--- config.mk ---
export PLATFORM = sky130hd
export DESIGN_NAME = vfd_char_serial_driver_unit
export DESIGN_NICKNAME = d
export VERILOG_FILES = /design/src/hdl/vfd_pkg.sv /design/src/hdl/vfd_ctrl.sv /design/src/hdl/vfd_dp.sv /design/src/hdl/vfd_char_serial_driver_unit.sv
export VERILOG_INCLUDE_DIRS = /design/src /design/src/hdl
export SDC_FILE = /design/constraint.sdc
export NUM_CORES = 1
export LEC_CHECK = 0
export BUFFER_PORTS_ARGS = -buffer_cell sky130_fd_sc_hd__buf_2
export CAP_MARGIN = 10
export CORE_UTILIZATION = 45
export DETAILED_ROUTE_END_ITERATION = 7
export PLACE_DENSITY_LB_ADDON = 0.3
export SLEW_MARGIN = 40
export SYNTH_ARGS = -nofsm -noshare
export SYNTH_HDL_FRONTEND = slang
export SYNTH_SLANG_ARGS = --single-unit
--- constraint.sdc ---
create_clock -name clk -period 2.4 [get_ports clk]
set_clock_uncertainty 0.15 [all_clocks]
set_input_delay 0.36 -clock clk [delete_from_list [all_inputs] [get_ports clk]]
set_output_delay 0.36 -clock clk [all_outputs]
set_load 0.03 [all_outputs]
--- src/hdl/vfd_char_serial_driver_unit_defines.svh ---
// Assertion macros for the VFD character serial driver.
`ifndef VFD_CHAR_SERIAL_DRIVER_UNIT_DEFINES_SVH
`define VFD_CHAR_SERIAL_DRIVER_UNIT_DEFINES_SVH

// Same-cycle implication, checked out of reset.
`define VFD_ASSERT_NOW(lbl, ante, cons, msg) \
  lbl: assert property (@(posedge clk) disable iff (!rst_n) (ante) |-> (cons)) else $error(msg);

// Next-cycle implication, checked out of reset.
`define VFD_ASSERT_NEXT(lbl, ante, cons, msg) \
  lbl: assert property (@(posedge clk) disable iff (!rst_n) (ante) |=> (cons)) else $error(msg);

`endif

--- src/hdl/vfd_pkg.sv ---
// Types, constants and frame encoding functions for the VFD character serial driver.
package vfd_pkg;

  localparam int FRAME_W   = 20;
  localparam int BITS_W    = 5;
  localparam int DIV_W     = 8;
  localparam int DATA_W    = 32;
  localparam int ADDR_W    = 3;

  localparam logic [BITS_W-1:0] FRAME_LEN   = 5'd20;
  localparam logic [DIV_W-1:0]  DIV_RESET   = 8'd10;
  localparam logic [6:0]        CHAR_MASK   = 7'h7F;
  localparam logic [2:0]        MAX_POS     = 3'd7;
  localparam logic              REG_DIV_IDX = 1'b0;

  typedef struct packed {
    logic [7:0] character;
    logic [7:0] position;
    logic [7:0] dp_mask;
  } in_t;

  typedef struct packed {
    logic              serial_bit;
    logic [BITS_W-1:0] bit_index;
    logic              last_bit;
  } out_t;

  typedef enum logic [2:0] {
    ST_IDLE,
    ST_LO,
    ST_HI,
    ST_SEND,
    ST_LATCH
  } state_t;

  typedef struct packed {
    logic load;
    logic shift;
    logic tmr_clr;
  } cmd_t;

  typedef struct packed {
    logic tmr_done;
    logic last;
  } sts_t;

  // Segment ROM: bit 0..7 = A,B,C,D,E,F,G,DP
  function automatic logic [7:0] seg_rom(input logic [6:0] ch);
    logic [7:0] s;
    begin
      case (ch)
        7'd45:   s = 8'h40;
        7'd48:   s = 8'h3F;
        7'd49:   s = 8'h06;
        7'd50:   s = 8'h5B;
        7'd51:   s = 8'h4F;
        7'd52:   s = 8'h66;
        7'd53:   s = 8'h6D;
        7'd54:   s = 8'h7D;
        7'd55:   s = 8'h07;
        7'd56:   s = 8'h7F;
        7'd57:   s = 8'h6F;
        7'd65:   s = 8'h77;
        7'd66:   s = 8'h7F;
        7'd67:   s = 8'h39;
        7'd68:   s = 8'h3F;
        7'd69:   s = 8'h79;
        7'd70:   s = 8'h71;
        7'd71:   s = 8'h7D;
        7'd72:   s = 8'h76;
        7'd73:   s = 8'h06;
        7'd74:   s = 8'h0E;
        7'd76:   s = 8'h38;
        7'd79:   s = 8'h3F;
        7'd80:   s = 8'h73;
        7'd81:   s = 8'hBF;
        7'd82:   s = 8'h77;
        7'd83:   s = 8'h6D;
        7'd84:   s = 8'h07;
        7'd85:   s = 8'h3E;
        7'd117:  s = 8'h4C;
        default: s = 8'h00;
      endcase
      return s;
    end
  endfunction

  function automatic logic [FRAME_W-1:0] grid_bit(input logic [2:0] p);
    logic [FRAME_W-1:0] g;
    begin
      case (p)
        3'd0:    g = 20'h10000;
        3'd1:    g = 20'h00080;
        3'd2:    g = 20'h08000;
        3'd3:    g = 20'h20000;
        3'd4:    g = 20'h04000;
        3'd5:    g = 20'h00040;
        3'd6:    g = 20'h00100;
        default: g = 20'h00008;
      endcase
      return g;
    end
  endfunction

  function automatic logic [FRAME_W-1:0] seg_bit(input logic [2:0] k);
    logic [FRAME_W-1:0] b;
    begin
      case (k)
        3'd0:    b = 20'h00020;
        3'd1:    b = 20'h40000;
        3'd2:    b = 20'h00200;
        3'd3:    b = 20'h01000;
        3'd4:    b = 20'h00800;
        3'd5:    b = 20'h80000;
        3'd6:    b = 20'h00400;
        default: b = 20'h02000;
      endcase
      return b;
    end
  endfunction

  function automatic logic [FRAME_W-1:0] build_frame(input in_t req);
    logic [7:0]         segs;
    logic [2:0]         p;
    logic [FRAME_W-1:0] frame;
    begin
      segs = seg_rom(req.character[6:0] & CHAR_MASK);
      p    = (req.position > 8'd7) ? MAX_POS : req.position[2:0];
      if (req.dp_mask[p]) begin
        segs[7] = 1'b1;
      end
      frame = grid_bit(p);
      for (int k = 0; k < 8; k++) begin
        if (segs[k]) begin
          frame = frame | seg_bit(3'(k));
        end
      end
      return frame;
    end
  endfunction

endpackage

--- src/hdl/vfd_ctrl.sv ---
// Sequencer for request load, shift clock half periods, bit hand-off and load strobe.
module vfd_ctrl (
  input  logic            clk,
  input  logic            rst_n,
  input  logic            in_valid,
  output logic            in_ready,
  output logic            out_valid,
  input  logic            out_ready,
  input  vfd_pkg::sts_t   sts,
  output vfd_pkg::cmd_t   cmd
);

  vfd_pkg::state_t state_r, state_nxt;

  always_ff @(posedge clk) begin
    if (!rst_n) begin
      state_r <= vfd_pkg::ST_IDLE;
    end else begin
      state_r <= state_nxt;
    end
  end

  always_comb begin
    state_nxt   = state_r;
    in_ready    = 1'b0;
    out_valid   = 1'b0;
    cmd.load    = 1'b0;
    cmd.shift   = 1'b0;
    cmd.tmr_clr = 1'b0;
    case (state_r)
      vfd_pkg::ST_IDLE: begin
        in_ready = 1'b1;
        if (in_valid) begin
          cmd.load    = 1'b1;
          cmd.tmr_clr = 1'b1;
          state_nxt   = vfd_pkg::ST_LO;
        end
      end
      vfd_pkg::ST_LO: begin
        if (sts.tmr_done) begin
          cmd.tmr_clr = 1'b1;
          state_nxt   = vfd_pkg::ST_HI;
        end
      end
      vfd_pkg::ST_HI: begin
        if (sts.tmr_done) begin
          state_nxt = vfd_pkg::ST_SEND;
        end
      end
      vfd_pkg::ST_SEND: begin
        out_valid = 1'b1;
        if (out_ready) begin
          cmd.shift   = 1'b1;
          cmd.tmr_clr = 1'b1;
          state_nxt   = sts.last ? vfd_pkg::ST_LATCH : vfd_pkg::ST_LO;
        end
      end
      vfd_pkg::ST_LATCH: begin
        // hold one half period for the load strobe
        if (sts.tmr_done) begin
          state_nxt = vfd_pkg::ST_IDLE;
        end
      end
      default: begin
        state_nxt = vfd_pkg::ST_IDLE;
      end
    endcase
  end

endmodule

--- src/hdl/vfd_dp.sv ---
// Frame encoder, frame shift register, bit counter and half-period timer.
module vfd_dp (
  input  logic                      clk,
  input  logic                      rst_n,
  input  vfd_pkg::in_t              in_payload,
  input  logic [vfd_pkg::DIV_W-1:0] divider,
  input  vfd_pkg::cmd_t             cmd,
  output vfd_pkg::sts_t             sts,
  output vfd_pkg::out_t             out_payload
);

  logic [vfd_pkg::FRAME_W-1:0] frame_r, frame_nxt;
  logic [vfd_pkg::BITS_W-1:0]  bits_r, bits_nxt;
  logic [vfd_pkg::DIV_W-1:0]   tmr_r, tmr_nxt;

  always_comb begin
    frame_nxt = frame_r;
    bits_nxt  = bits_r;
    if (cmd.load) begin
      frame_nxt = vfd_pkg::build_frame(in_payload);
      bits_nxt  = vfd_pkg::FRAME_LEN;
    end else if (cmd.shift) begin
      frame_nxt = {frame_r[vfd_pkg::FRAME_W-2:0], 1'b0};
      bits_nxt  = bits_r - 5'd1;
    end
    tmr_nxt = cmd.tmr_clr ? '0 : tmr_r + 8'd1;
  end

  always_ff @(posedge clk) begin
    if (!rst_n) begin
      frame_r <= '0;
      bits_r  <= '0;
      tmr_r   <= '0;
    end else begin
      frame_r <= frame_nxt;
      bits_r  <= bits_nxt;
      tmr_r   <= tmr_nxt;
    end
  end

  // a divider of zero ends each half period at once
  assign sts.tmr_done = ({1'b0, tmr_r} + 9'd1) >= {1'b0, divider};
  assign sts.last     = (bits_r == 5'd1);

  assign out_payload.serial_bit = frame_r[vfd_pkg::FRAME_W-1];
  assign out_payload.bit_index  = bits_r - 5'd1;
  assign out_payload.last_bit   = (bits_r == 5'd1);

endmodule

--- src/hdl/vfd_char_serial_driver_unit.sv ---
// Top level of the VFD character serial driver: register port, sequencer and datapath.
// Each request yields 20 serial bits; each bit follows a low and a high half period of the shift
// clock, set by the divider register, then waits for hand-off, and a load strobe half period
// follows the last bit. The first bit is offered after the low and high half periods that follow
// the request being taken; one request in flight at a time.
// Synchronous active-low reset clears control state and sets the divider to 10.
`include "vfd_char_serial_driver_unit_defines.svh"

module vfd_char_serial_driver_unit (
  input  logic                       clk,
  input  logic                       rst_n,
  input  logic                       in_valid,
  output logic                       in_ready,
  input  vfd_pkg::in_t               in_payload,
  output logic                       out_valid,
  input  logic                       out_ready,
  output vfd_pkg::out_t              out_payload,
  input  logic                       psel,
  input  logic                       penable,
  input  logic                       pwrite,
  input  logic [vfd_pkg::ADDR_W-1:0] paddr,
  input  logic [vfd_pkg::DATA_W-1:0] pwdata,
  output logic [vfd_pkg::DATA_W-1:0] prdata,
  output logic                       pready
);

  logic [vfd_pkg::DIV_W-1:0] div_r, div_nxt;
  logic                      reg_sel;
  vfd_pkg::cmd_t             cmd;
  vfd_pkg::sts_t             sts;

  assign pready  = 1'b1;
  assign reg_sel = (paddr[2] == vfd_pkg::REG_DIV_IDX);

  always_comb begin
    div_nxt = div_r;
    if (psel && penable && pwrite && reg_sel) begin
      div_nxt = pwdata[vfd_pkg::DIV_W-1:0];
    end
  end

  always_ff @(posedge clk) begin
    if (!rst_n) begin
      div_r <= vfd_pkg::DIV_RESET;
    end else begin
      div_r <= div_nxt;
    end
  end

  assign prdata = reg_sel ? {{(vfd_pkg::DATA_W-vfd_pkg::DIV_W){1'b0}}, div_r} : '0;

  vfd_ctrl u_ctrl (
    .clk       (clk),
    .rst_n     (rst_n),
    .in_valid  (in_valid),
    .in_ready  (in_ready),
    .out_valid (out_valid),
    .out_ready (out_ready),
    .sts       (sts),
    .cmd       (cmd)
  );

  vfd_dp u_dp (
    .clk         (clk),
    .rst_n       (rst_n),
    .in_payload  (in_payload),
    .divider     (div_r),
    .cmd         (cmd),
    .sts         (sts),
    .out_payload (out_payload)
  );

  `VFD_ASSERT_NOW(a_one_in_flight, out_valid, !in_ready, "request taken while a bit is pending")
  `VFD_ASSERT_NOW(a_idx_range, out_valid, out_payload.bit_index <= 5'd19, "bit index out of frame")
  `VFD_ASSERT_NEXT(a_gap_after_bit, out_valid && out_ready, !out_valid, "bit offered without clock period")
  `VFD_ASSERT_NEXT(a_strobe_gap, out_valid && out_ready && out_payload.last_bit, !in_ready, "no load strobe gap")
  `VFD_ASSERT_NEXT(a_load_first, in_valid && in_ready, out_payload.bit_index == 5'd19, "frame not loaded at bit 19")

endmodule

[Yosys cells after proc, flatten, opt, wreduce, memory -nomap -nowiden]
Memory sizes are Yosys's and may differ from the RTL's.
Cells that the tools add are included.
Cells by class
  multiplexer cells: 59
  equality and inequality tests: 16
  reductions and logical operators: 9
  bitwise logic cells: 10
  $lt $le $gt $ge: 3
  add/sub/neg operators: 3
Operators with widths (number)
  20-bit 2-to-1 mux: 34
  20-bit OR: 8
  18-bit one-hot mux with 7 select lines: 1
  3-bit 2-to-1 mux: 7
  8-bit 2-to-1 mux: 2
  3-bit one-hot mux with 5 select lines: 1
  3-bit by 2-bit == test with 1-bit output (second input constant): 4
  3-bit == test (second input constant): 4
  5-bit 2-to-1 mux: 2
  2-bit != test (second input constant): 5
  8-bit by 1-bit adder with 9-bit output (second input constant): 1
  9-bit by 8-bit >= comparator with 1-bit output: 1
  1-bit 2-to-1 mux: 9
  8-bit by 1-bit adder with 8-bit output (second input constant): 1
  8-bit by 3-bit > comparator with 1-bit output (second input constant): 1
  3-bit by 1-bit == test with 1-bit output (second input constant): 2
  3-bit logical NOT: 2
  5-bit by 1-bit == test with 1-bit output (second input constant): 1
  5-bit AND reduction: 1
  5-bit by 1-bit subtractor with 5-bit output (second input constant): 1
  3-bit by 4-bit less-than comparator with 1-bit output (second input constant): 1
  2-bit OR reduction: 2
  1-bit binary-select mux with 3-bit select: 1
  1-bit logical AND: 3
  4 further kinds: 5
Word-level totals
  output and inout port bits: 42
  register bits after elaboration: 44
  memories: 1
  ROM bits: 1024
  input bits: 66
  word-level logic and storage cells: 107
Memories
  (name not given): words 128, bits a word 8, read ports 1, clocked after Yosys merged registers in 0, wr ports 0, RTL line vfd_pkg.sv:51  | case (ch)

[Depth between registers and ports, before layout]
Gate-level depths: netlist (run 1).
  depth in word-level cells: 29
  depth in mapped cells: 10
  depth with buffers taken out: 10

[Hierarchy]
From an unflattened synthesis (run 1), not the netlist that was laid out.
Unflattened totals
  cell total of the unflattened synthesis: 376
  area, all modules: 3091.7 um^2
Modules (own cells, without submodules)
  vfd_dp: cells an instance 278, instances 1, seq. area each 600.6 um^2, area an instance 2277.2 um^2
  vfd_char_serial_driver_unit: cells an instance 70, instances 1, seq. area each 160.2 um^2, area an instance 600.6 um^2
  vfd_ctrl: cells an instance 28, instances 1, seq. area each 60.1 um^2, area an instance 214.0 um^2

[Least setup slack after synthesis (run 1)]
Ideal clock, no wire load.
  path type: register to register
  from: register u_dp.bits_r[0] (netlist name)
  to: register u_ctrl.state_r[0]
  data required time: 2125 ps
  path slack: -11 ps
  clock period less this slack: 2411 ps
  arrival: 2136 ps
  library setup time: 125 ps
  path buffers: 0
  cell stages (with the launch flop): 7
  path through: dfxtp_1 -> ha_1 -> nor4b_1 -> o22ai_1 -> nand3b_1 -> a21o_1 -> o21ai_1
RTL lines
  from (decl): RTL line vfd_dp.sv:13  | logic [vfd_pkg::BITS_W-1:0] bits_r, bits_nxt;
  from (signal assigned): RTL line vfd_dp.sv:36  | bits_r <= bits_nxt;
  to (signal assigned): RTL line vfd_ctrl.sv:17  | state_r <= vfd_pkg::ST_IDLE;
  to (signal assigned): RTL line vfd_ctrl.sv:19  | state_r <= state_nxt;
  to (decl): RTL line vfd_ctrl.sv:13  | vfd_pkg::state_t state_r, state_nxt;

[Worst setup path after layout (run 1)]
  from: register u_dp.tmr_r[3] (netlist name)
  to: register u_dp.tmr_r[7] (netlist name)
Between the ends
  cells in the longest elaborated chain, start to end: 5
  elaborated cells on any way between the ends: 6
  those cells by class: add/sub: 2; order compare: 1; mux: 2; reduce/logical: 1
RTL lines
  from (decl): RTL line vfd_dp.sv:14  | logic [vfd_pkg::DIV_W-1:0] tmr_r, tmr_nxt;
  from (signal assigned): RTL line vfd_dp.sv:37  | tmr_r <= tmr_nxt;
  8-bit by 1-bit adder with 9-bit output: RTL line vfd_dp.sv:42  | assign sts.tmr_done = ({1'b0, tmr_r} + 9'd1) >= {1'b0, divider};
  9-bit by 8-bit >= comparator with 1-bit output: RTL line vfd_dp.sv:42
  1-bit 2-to-1 mux: RTL line vfd_ctrl.sv:40  | if (sts.tmr_done) begin
  1-bit one-hot mux with 3 select lines: RTL line vfd_ctrl.sv:30  | case (state_r)
  2-bit OR reduction (no source line)
Several ways; a longest one is shown, not always the timed one.
A chain may end at the register's enable or synchronous reset.

==> key figures, run 1 <==
Outcome
  • Status: finished with violations
  • Failing checks: negative setup slack

Drt
  • Final WL: 7.18 mm
  • Routed vias: 2822
  • Initial drt markers: 132
  • DRT Pass-1 Iters: 4
  • Via-per-instance ratio: 5.45
  • Avg WL per Cell: 13.9 um
  • DRC: 0
  • Routed Antenna Nets: 0

Worst setup path
  • R2r startpoint: u_dp.tmr_r[3]
  • Crit Path Max Fanout: 8
  • Buffers & Inverters on Critical Path: 2
  • Crit path max-delay family: compound AO/OA/AOI/OAI gates
  • Worst Path Required: 2.42 ns
  • Number of cells on the critical path: 11
  • Worst EP arrival: 2.50 ns
  • CP startpoint: u_dp.tmr_r[3]
  • Startpoint types: flop
  • Slowest stage delay, CP: 0.40 ns
  • CP max-delay cell: a2111oi_4
  • Cell Chain, Critical Path: nand3_4 -> nor2_4 -> nand3_2 -> xnor2_2 -> ha_1 -> nand4_1 -> inv_1 -> o211ai_1 -> a2111oi_4 -> buf_6 -> nor3b_1
  • CP Class: reg2reg
  • Worst r2r path cells: 11
  • CP endpoint kind: flop

Layout
  • Number of diodes: 0
  • Post-layout util: 56.2%
  • Final std cells w/o fill: 518
  • Share of post-route cells with drive strength above 1: 28.3%
  • FILL cells: 589
  • Most frequent cells in the layout: 55 x buf_2, 36 x dfxtp_1, 30 x nand2_1
  • Post-layout nets: 524
  • Syn-to-layout area delta: 19.8%
  • Most common cell after layout, fill and taps aside: buf_2

Timing
  • Final Max Tran Viols: 0
  • Setup TNS: -0.598 ns
  • Final Critical Period: 2.48 ns
  • Fin crit share: 103%
  • Final hold violations: 0
  • Final setup violation count: 9
  • RSZ-0062 raised after global routing: yes
  • Worst setup margin: -0.0753 ns
  • Max Freq: 404 MHz

Synth
  • Post-Syn Area: 2980 um^2
  • Asr flop ratio synth: 0%
  • Synthesized area per cell: 7.98 um^2
  • Synth unique cells: 62
  • Seq/Total Area, Yosys: 27.6%
  • Top_reg_cell synth: dfxtp_1
  • Yosys warns: 0
  • Area contributors post-synth: dfxtp_1 28%, ha_1 7.1%, buf_4 6.8%
  • Post-synth top area share: 27.6%
  • EDFF count, synth: 0
  • Mapped Cells: 373
  • Number of synthesized register bits: 41
  • Post-synth top area cell: dfxtp_1

Placement
  • Dpl cells: 505
  • RePlAce Congestion: 0.863
  • DP HPWL: 5.33 mm
  • PortBufs: 55

Global routing
  • Grt ovf: 0
  • Global Route Usage Sum: 20.7%
  • Vias in the first global route: 2565
  • Largest net degree at the start of global routing: 20
  • Global-route wire length before repair: 11.8 mm
  • Initial antenna violation count: 0

CTS
  • Worst-path clk slew: 0.08 ns
  • Hold buffers post-CTS: 0
  • CTS buffer count: 5
  • Worst-Skew Late Latency: 0.30 ns
  • TritonCTS clock tree: built
  • Clock sinks: 41
  • Clock H-tree levels: 2
  • Max clock buf depth: 2
  • Clk root buf: clkbuf_8

Run
  • MaxCap Viol Count: 0

Floorplanning
  • I/O pins: 108
  • Starting Density: 46.9%
  • Die Wd: 83.3 um
  • Core area: 6350 um^2
  • DIE AREA: 6940 um^2
  • Rows: 29
  • Die H: 83.3 um

Power and ir drop
  • Pwr dens: 713 nW/um^2
  • Peak VDD IR: 697 uV
  • Lkg Pwr: 0.00154 uW

Worst hold path
  • Hold wc startpoint: pwdata[3]
  • Hold Path Stages: 3
  • Min-Delay Path Class: in2reg
-- per-layer routing --
| layer | vias to the layer above | global-route usage [%] | wire length, um |
|---|---|---|---|
| met3 | 14 | 3.78 | 299 |
| met5 | - | 0 | 0 |
| met4 | 0 | 6.74 | 140 |
| met2 | 76 | 34.4 | 3520 |
| met1 | 1318 | 27.2 | 3220 |
| li1 | 1414 | - | - |
-- synthesized netlist by cell type (3+ instances only) --
cell type,number
buf_4,27
buf_2,6
inv_1,21
dfxtp_1,41
clkbuf_1,10
nor2b_1,8
nor3b_1,8
nand3_1,11
nor3_1,8
a21boi_0,6
a21oi_1,22
ha_1,17
mux2_2,4
xnor2_1,7
nand2b_1,6
o21ai_1,8
nor2_1,30
nand4_1,3
o21ai_0,14
a31oi_1,7
o211ai_1,5
o221ai_1,8
xor2_1,7
nand2_1,32
a211oi_1,6
o21a_1,5
-- repair_timing --
action	4_1_cts	5_1_grt
endpoints found under the setup margin	11	11
cloned	0	0
setup buffers	5	2
pin swaps	10	11
gates resized for setup	11	20
-- worst register-to-register path, cell delays in order, from the launching register on --
cell       delay (ns)
dfxtp_2          0.36
nand3_4          0.10
nor2_4           0.13
nand3_2          0.11
xnor2_2          0.16
ha_1             0.31
nand4_1          0.12
inv_1            0.08
o211ai_1         0.18
a2111oi_4        0.40
buf_6            0.20
nor3b_1          0.06
-- area by class of cell --
class / count / area [um^2] / area share (%)
clock buffers: 7 / 86.3 / 2.42
multi-input cells: 288 / 1980 / 55.5
flip-flops and latches: 41 / 832 / 23.3
repair buffers: 83 / 489 / 13.7
well taps: 77 / 96.3 / 2.70
inverters: 22 / 82.6 / 2.32
-- metrics by stage --
stage | worst slack, ns | hold WS (ns) | power (uW) | instance area, um^2
3_3_place_gp | -0.0709 | 0.304 | 2000 | 3310
4_1_cts | -0.0404 | 0.125 | 2550 | 3470
2_1_floorplan | 0.0425 | 0.293 | 1740 | 3070
5_1_grt | -0.235 | 0.131 | 2710 | 3570
6_report | -0.0753 | 0.130 | 2540 | 3570
3_5_place_dp | -0.161 | 0.309 | 2030 | 3310
-- state kept, by name (all words and copies together), names as in the netlist --
signal,count
u_dp.bits_r,5
u_dp.tmr_r,8
u_ctrl.state_r,3
u_dp.frame_r,17
div_r,8
-- cells by family (layout without fill, tap and decap cells) --
| group | count (synthesis) | after routing | synth area share (%) |
|---|---|---|---|
| AND/OR/NAND/NOR | 122 | 122 | 21.1 |
| AO/OA/AOI/OAI | 103 | 103 | 24.1 |
| buffers and inverters | 67 | 112 | 12.6 |
| flip-flops | 41 | 41 | 27.6 |
| adder cells (fa/ha/maj) | 17 | 17 | 7.15 |
| XOR/XNOR | 14 | 14 | 4.12 |
| multiplexers | 7 | 7 | 3.03 |
| other | 2 | 25 | 0.252 |
-- path summary, 6_finish.rpt --
check	end	slack, ns
max	u_dp.tmr_r[7]	-0.08
min	div_r[3]	0.13
max reg2reg	u_dp.tmr_r[7]	-0.08
min reg2reg	div_r[2]	0.32
-- power by group --
part / leakage (uW) / internal (uW) / switching (uW)
clock network: 0.0000443 / 228 / 235
logic: 0.00115 / 472 / 674
registers: 0.000338 / 803 / 130
Note: power is estimated with default switching activity, not from simulation.
==> run 2: changes to the inputs <==
Settings changed: RECOVER_POWER from default to 25.
==> run 2 against run 1 <==
Effect of this change:
- the run still ends with negative setup slack left
- cell area down 0.14%
- sequential power about the same
- core utilization down 0.079 points
- clock power about the same
- non-clock buffer count unchanged
- highest routed layer unchanged
==> key figures, run 2 (same netlist as run 1, synthesis figures left out) <==
Placement
  • RePlAce Congestion: 0.863 (unchanged)
  • Dpl cells: 505 (unchanged)
  • DP HPWL: 5.33 mm (unchanged)
  • PortBufs: 55 (unchanged)

Power and ir drop
  • Peak VDD IR: 697 uV (about the same)
  • Lkg Pwr: 0.00152 uW (was 0.00154 uW)
  • Pwr dens: 714 nW/um^2 (was 713 nW/um^2)

Layout
  • Number of diodes: 0 (unchanged)
  • Storage element area: 832 um^2 (unchanged)
  • Largest registers: u_dp.frame_r: 17 flops, div_r: 8 flops, u_dp.tmr_r: 8 flops (unchanged)
  • Largest Register: u_dp.frame_r (unchanged)
  • FILL cells: 591 (was 589)
  • Final std cells w/o fill: 518 (unchanged)
  • Share of post-route cells with drive strength above 1: 27.4% (was 28.3%)
  • Most common cell after layout, fill and taps aside: buf_2 (unchanged)
  • Most frequent cells in the layout: 51 x buf_2, 36 x dfxtp_1, 30 x nand2_1 (was 55 x buf_2, 36 x dfxtp_1, 30 x nand2_1)
  • Max FFs per register: 17 (unchanged)
  • Syn-to-layout area delta: 19.7% (was 19.8%)
  • Area of the multi-input gates: 1980 um^2 (unchanged)
  • Post-layout nets: 524 (unchanged)

Floorplanning
  • Starting Density: 46.9% (unchanged)
  • Die H: 83.3 um (unchanged)
  • Die Wd: 83.3 um (unchanged)
  • I/O pins: 108 (unchanged)
  • Core area: 6350 um^2 (unchanged)
  • Rows: 29 (unchanged)
  • DIE AREA: 6940 um^2 (unchanged)

Timing
  • Worst setup margin: -0.0760 ns (was -0.0753 ns)
  • Final hold violations: 0 (unchanged)
  • RSZ-0062 raised after global routing: yes (unchanged)
  • Fin crit share: 103% (about the same)
  • Final Critical Period: 2.48 ns (about the same)
  • Final hold slack: 0.131 ns (was 0.130 ns)
  • Final setup violation count: 9 (unchanged)
  • Max Freq: 404 MHz (about the same)
  • Final Max Tran Viols: 0 (unchanged)

Outcome
  • Failing checks: negative setup slack (unchanged)
  • Status: finished with violations (unchanged)

Drt
  • Routed vias: 2825 (was 2822)
  • DRC: 0 (unchanged)
  • DRT Pass-1 Iters: 4 (unchanged)
  • Routed Antenna Nets: 0 (unchanged)
  • Final WL: 7.18 mm (about the same)
  • Avg WL per Cell: 13.9 um (about the same)
  • Initial drt markers: 121 (was 132)
  • Via-per-instance ratio: 5.45 (about the same)

Global routing
  • Initial antenna violation count: 0 (unchanged)
  • Grt ovf: 0 (unchanged)
  • Global Route Usage Sum: 20.7% (unchanged)
  • Vias in the first global route: 2565 (unchanged)
  • Largest net degree at the start of global routing: 20 (unchanged)
  • Global-route wire length before repair: 11.8 mm (unchanged)

CTS
  • Clock H-tree levels: 2 (unchanged)
  • Hold buffers post-CTS: 0 (unchanged)
  • CTS buffer count: 5 (unchanged)
  • Clk root buf: clkbuf_8 (unchanged)
  • Worst-Skew Late Latency: 0.30 ns (about the same)
  • TritonCTS clock tree: built (unchanged)
  • Clock sinks: 41 (unchanged)
  • Worst-path clk slew: 0.08 ns (about the same)
  • Max clock buf depth: 2 (unchanged)

Worst hold path
  • Min-Delay Path Class: in2reg (unchanged)

Worst setup path
  • Crit path max-delay family: compound AO/OA/AOI/OAI gates (unchanged)
  • Worst Path Required: 2.42 ns (about the same)
  • CP endpoint kind: flop (unchanged)
  • Cell Chain, Critical Path: nand3_4 -> nor2_4 -> nand3_2 -> xnor2_2 -> ha_1 -> nand4_1 -> inv_1 -> o211ai_1 -> a2111oi_4 -> buf_6 -> nor3b_1 (unchanged)
  • Buffers & Inverters on Critical Path: 2 (unchanged)
  • Crit Path Max Fanout: 8 (unchanged)
  • CP max-delay cell: a2111oi_4 (unchanged)
  • Startpoint types: flop (unchanged)
  • Slowest stage delay, CP: 0.40 ns (about the same)
  • Worst EP arrival: 2.50 ns (about the same)
  • CP Class: reg2reg (unchanged)

Run
  • MaxCap Viol Count: 0 (unchanged)
-- run 2: repair_timing --
action,in CTS,in global routing
resized for setup,11,20
pin swaps,10,11
hold endpoints to repair,0,0
buffers inserted,5,2
endpoints found under the setup margin,11,11
-- run 2: final timing paths --
kind | to | slack (ns) | start | depth (start not counted)
setup reg to reg | u_dp.tmr_r[7] | -0.08 | u_dp.tmr_r[3] | 11
hold reg to reg | div_r[2] | 0.32 | div_r[2] | 2
hold / removal | div_r[1] | 0.13 | pwdata[1] | 3
setup / recovery | u_dp.tmr_r[7] | -0.08 | u_dp.tmr_r[3] | 11
-- run 2: per-layer routing --
metal,vias to the layer above,global-route usage (%),wire [um]
met2,77,34.4,3510
met3,14,3.78,309
li1,1415,-,-
met5,-,0,0
met1,1319,27.2,3230
met4,0,6.74,140
-- run 2: layout make-up --
type                       instances  share of cell area [%]
sequential                        41                    23.4
clock buffer                       7                    2.42
multi-input combinational        288                    55.6
tap                               77                    2.71
timing repair buffer              83                    13.6
inverter                          22                    2.32
-- run 2: worst register-to-register path: stages (launching register included) --
cell and delay (ns):
dfxtp_2 0.36, nand3_4 0.10, nor2_4 0.13, nand3_2 0.11, xnor2_2 0.16, ha_1 0.31, nand4_1 0.12, inv_1 0.08
o211ai_1 0.18, a2111oi_4 0.40, buf_6 0.20, nor3b_1 0.06
-- run 2: report_power, final --
| group | switching, uW | internal (uW) | total, uW | leakage (uW) |
|---|---|---|---|---|
| registers | 130 | 803 | 933 | 0.000338 |
| logic | 675 | 470 | 1140 | 0.00114 |
| clock network | 235 | 228 | 463 | 0.0000443 |
-- run 2: through the flow --
stage                     utilization (%)  worst slack [ns]  total power, uW  TNS (ns)  area, um^2
after floorplan                         -            0.0425             1740         0        3070
after global placement               52.2           -0.0709             2000    -0.544        3310
after detailed placement             52.2            -0.161             2030     -1.40        3310
after CTS                            54.7           -0.0404             2550    -0.295        3470
after global routing                 56.1            -0.235             2710     -2.17        3560
final                                56.1           -0.0760             2540    -0.601        3560
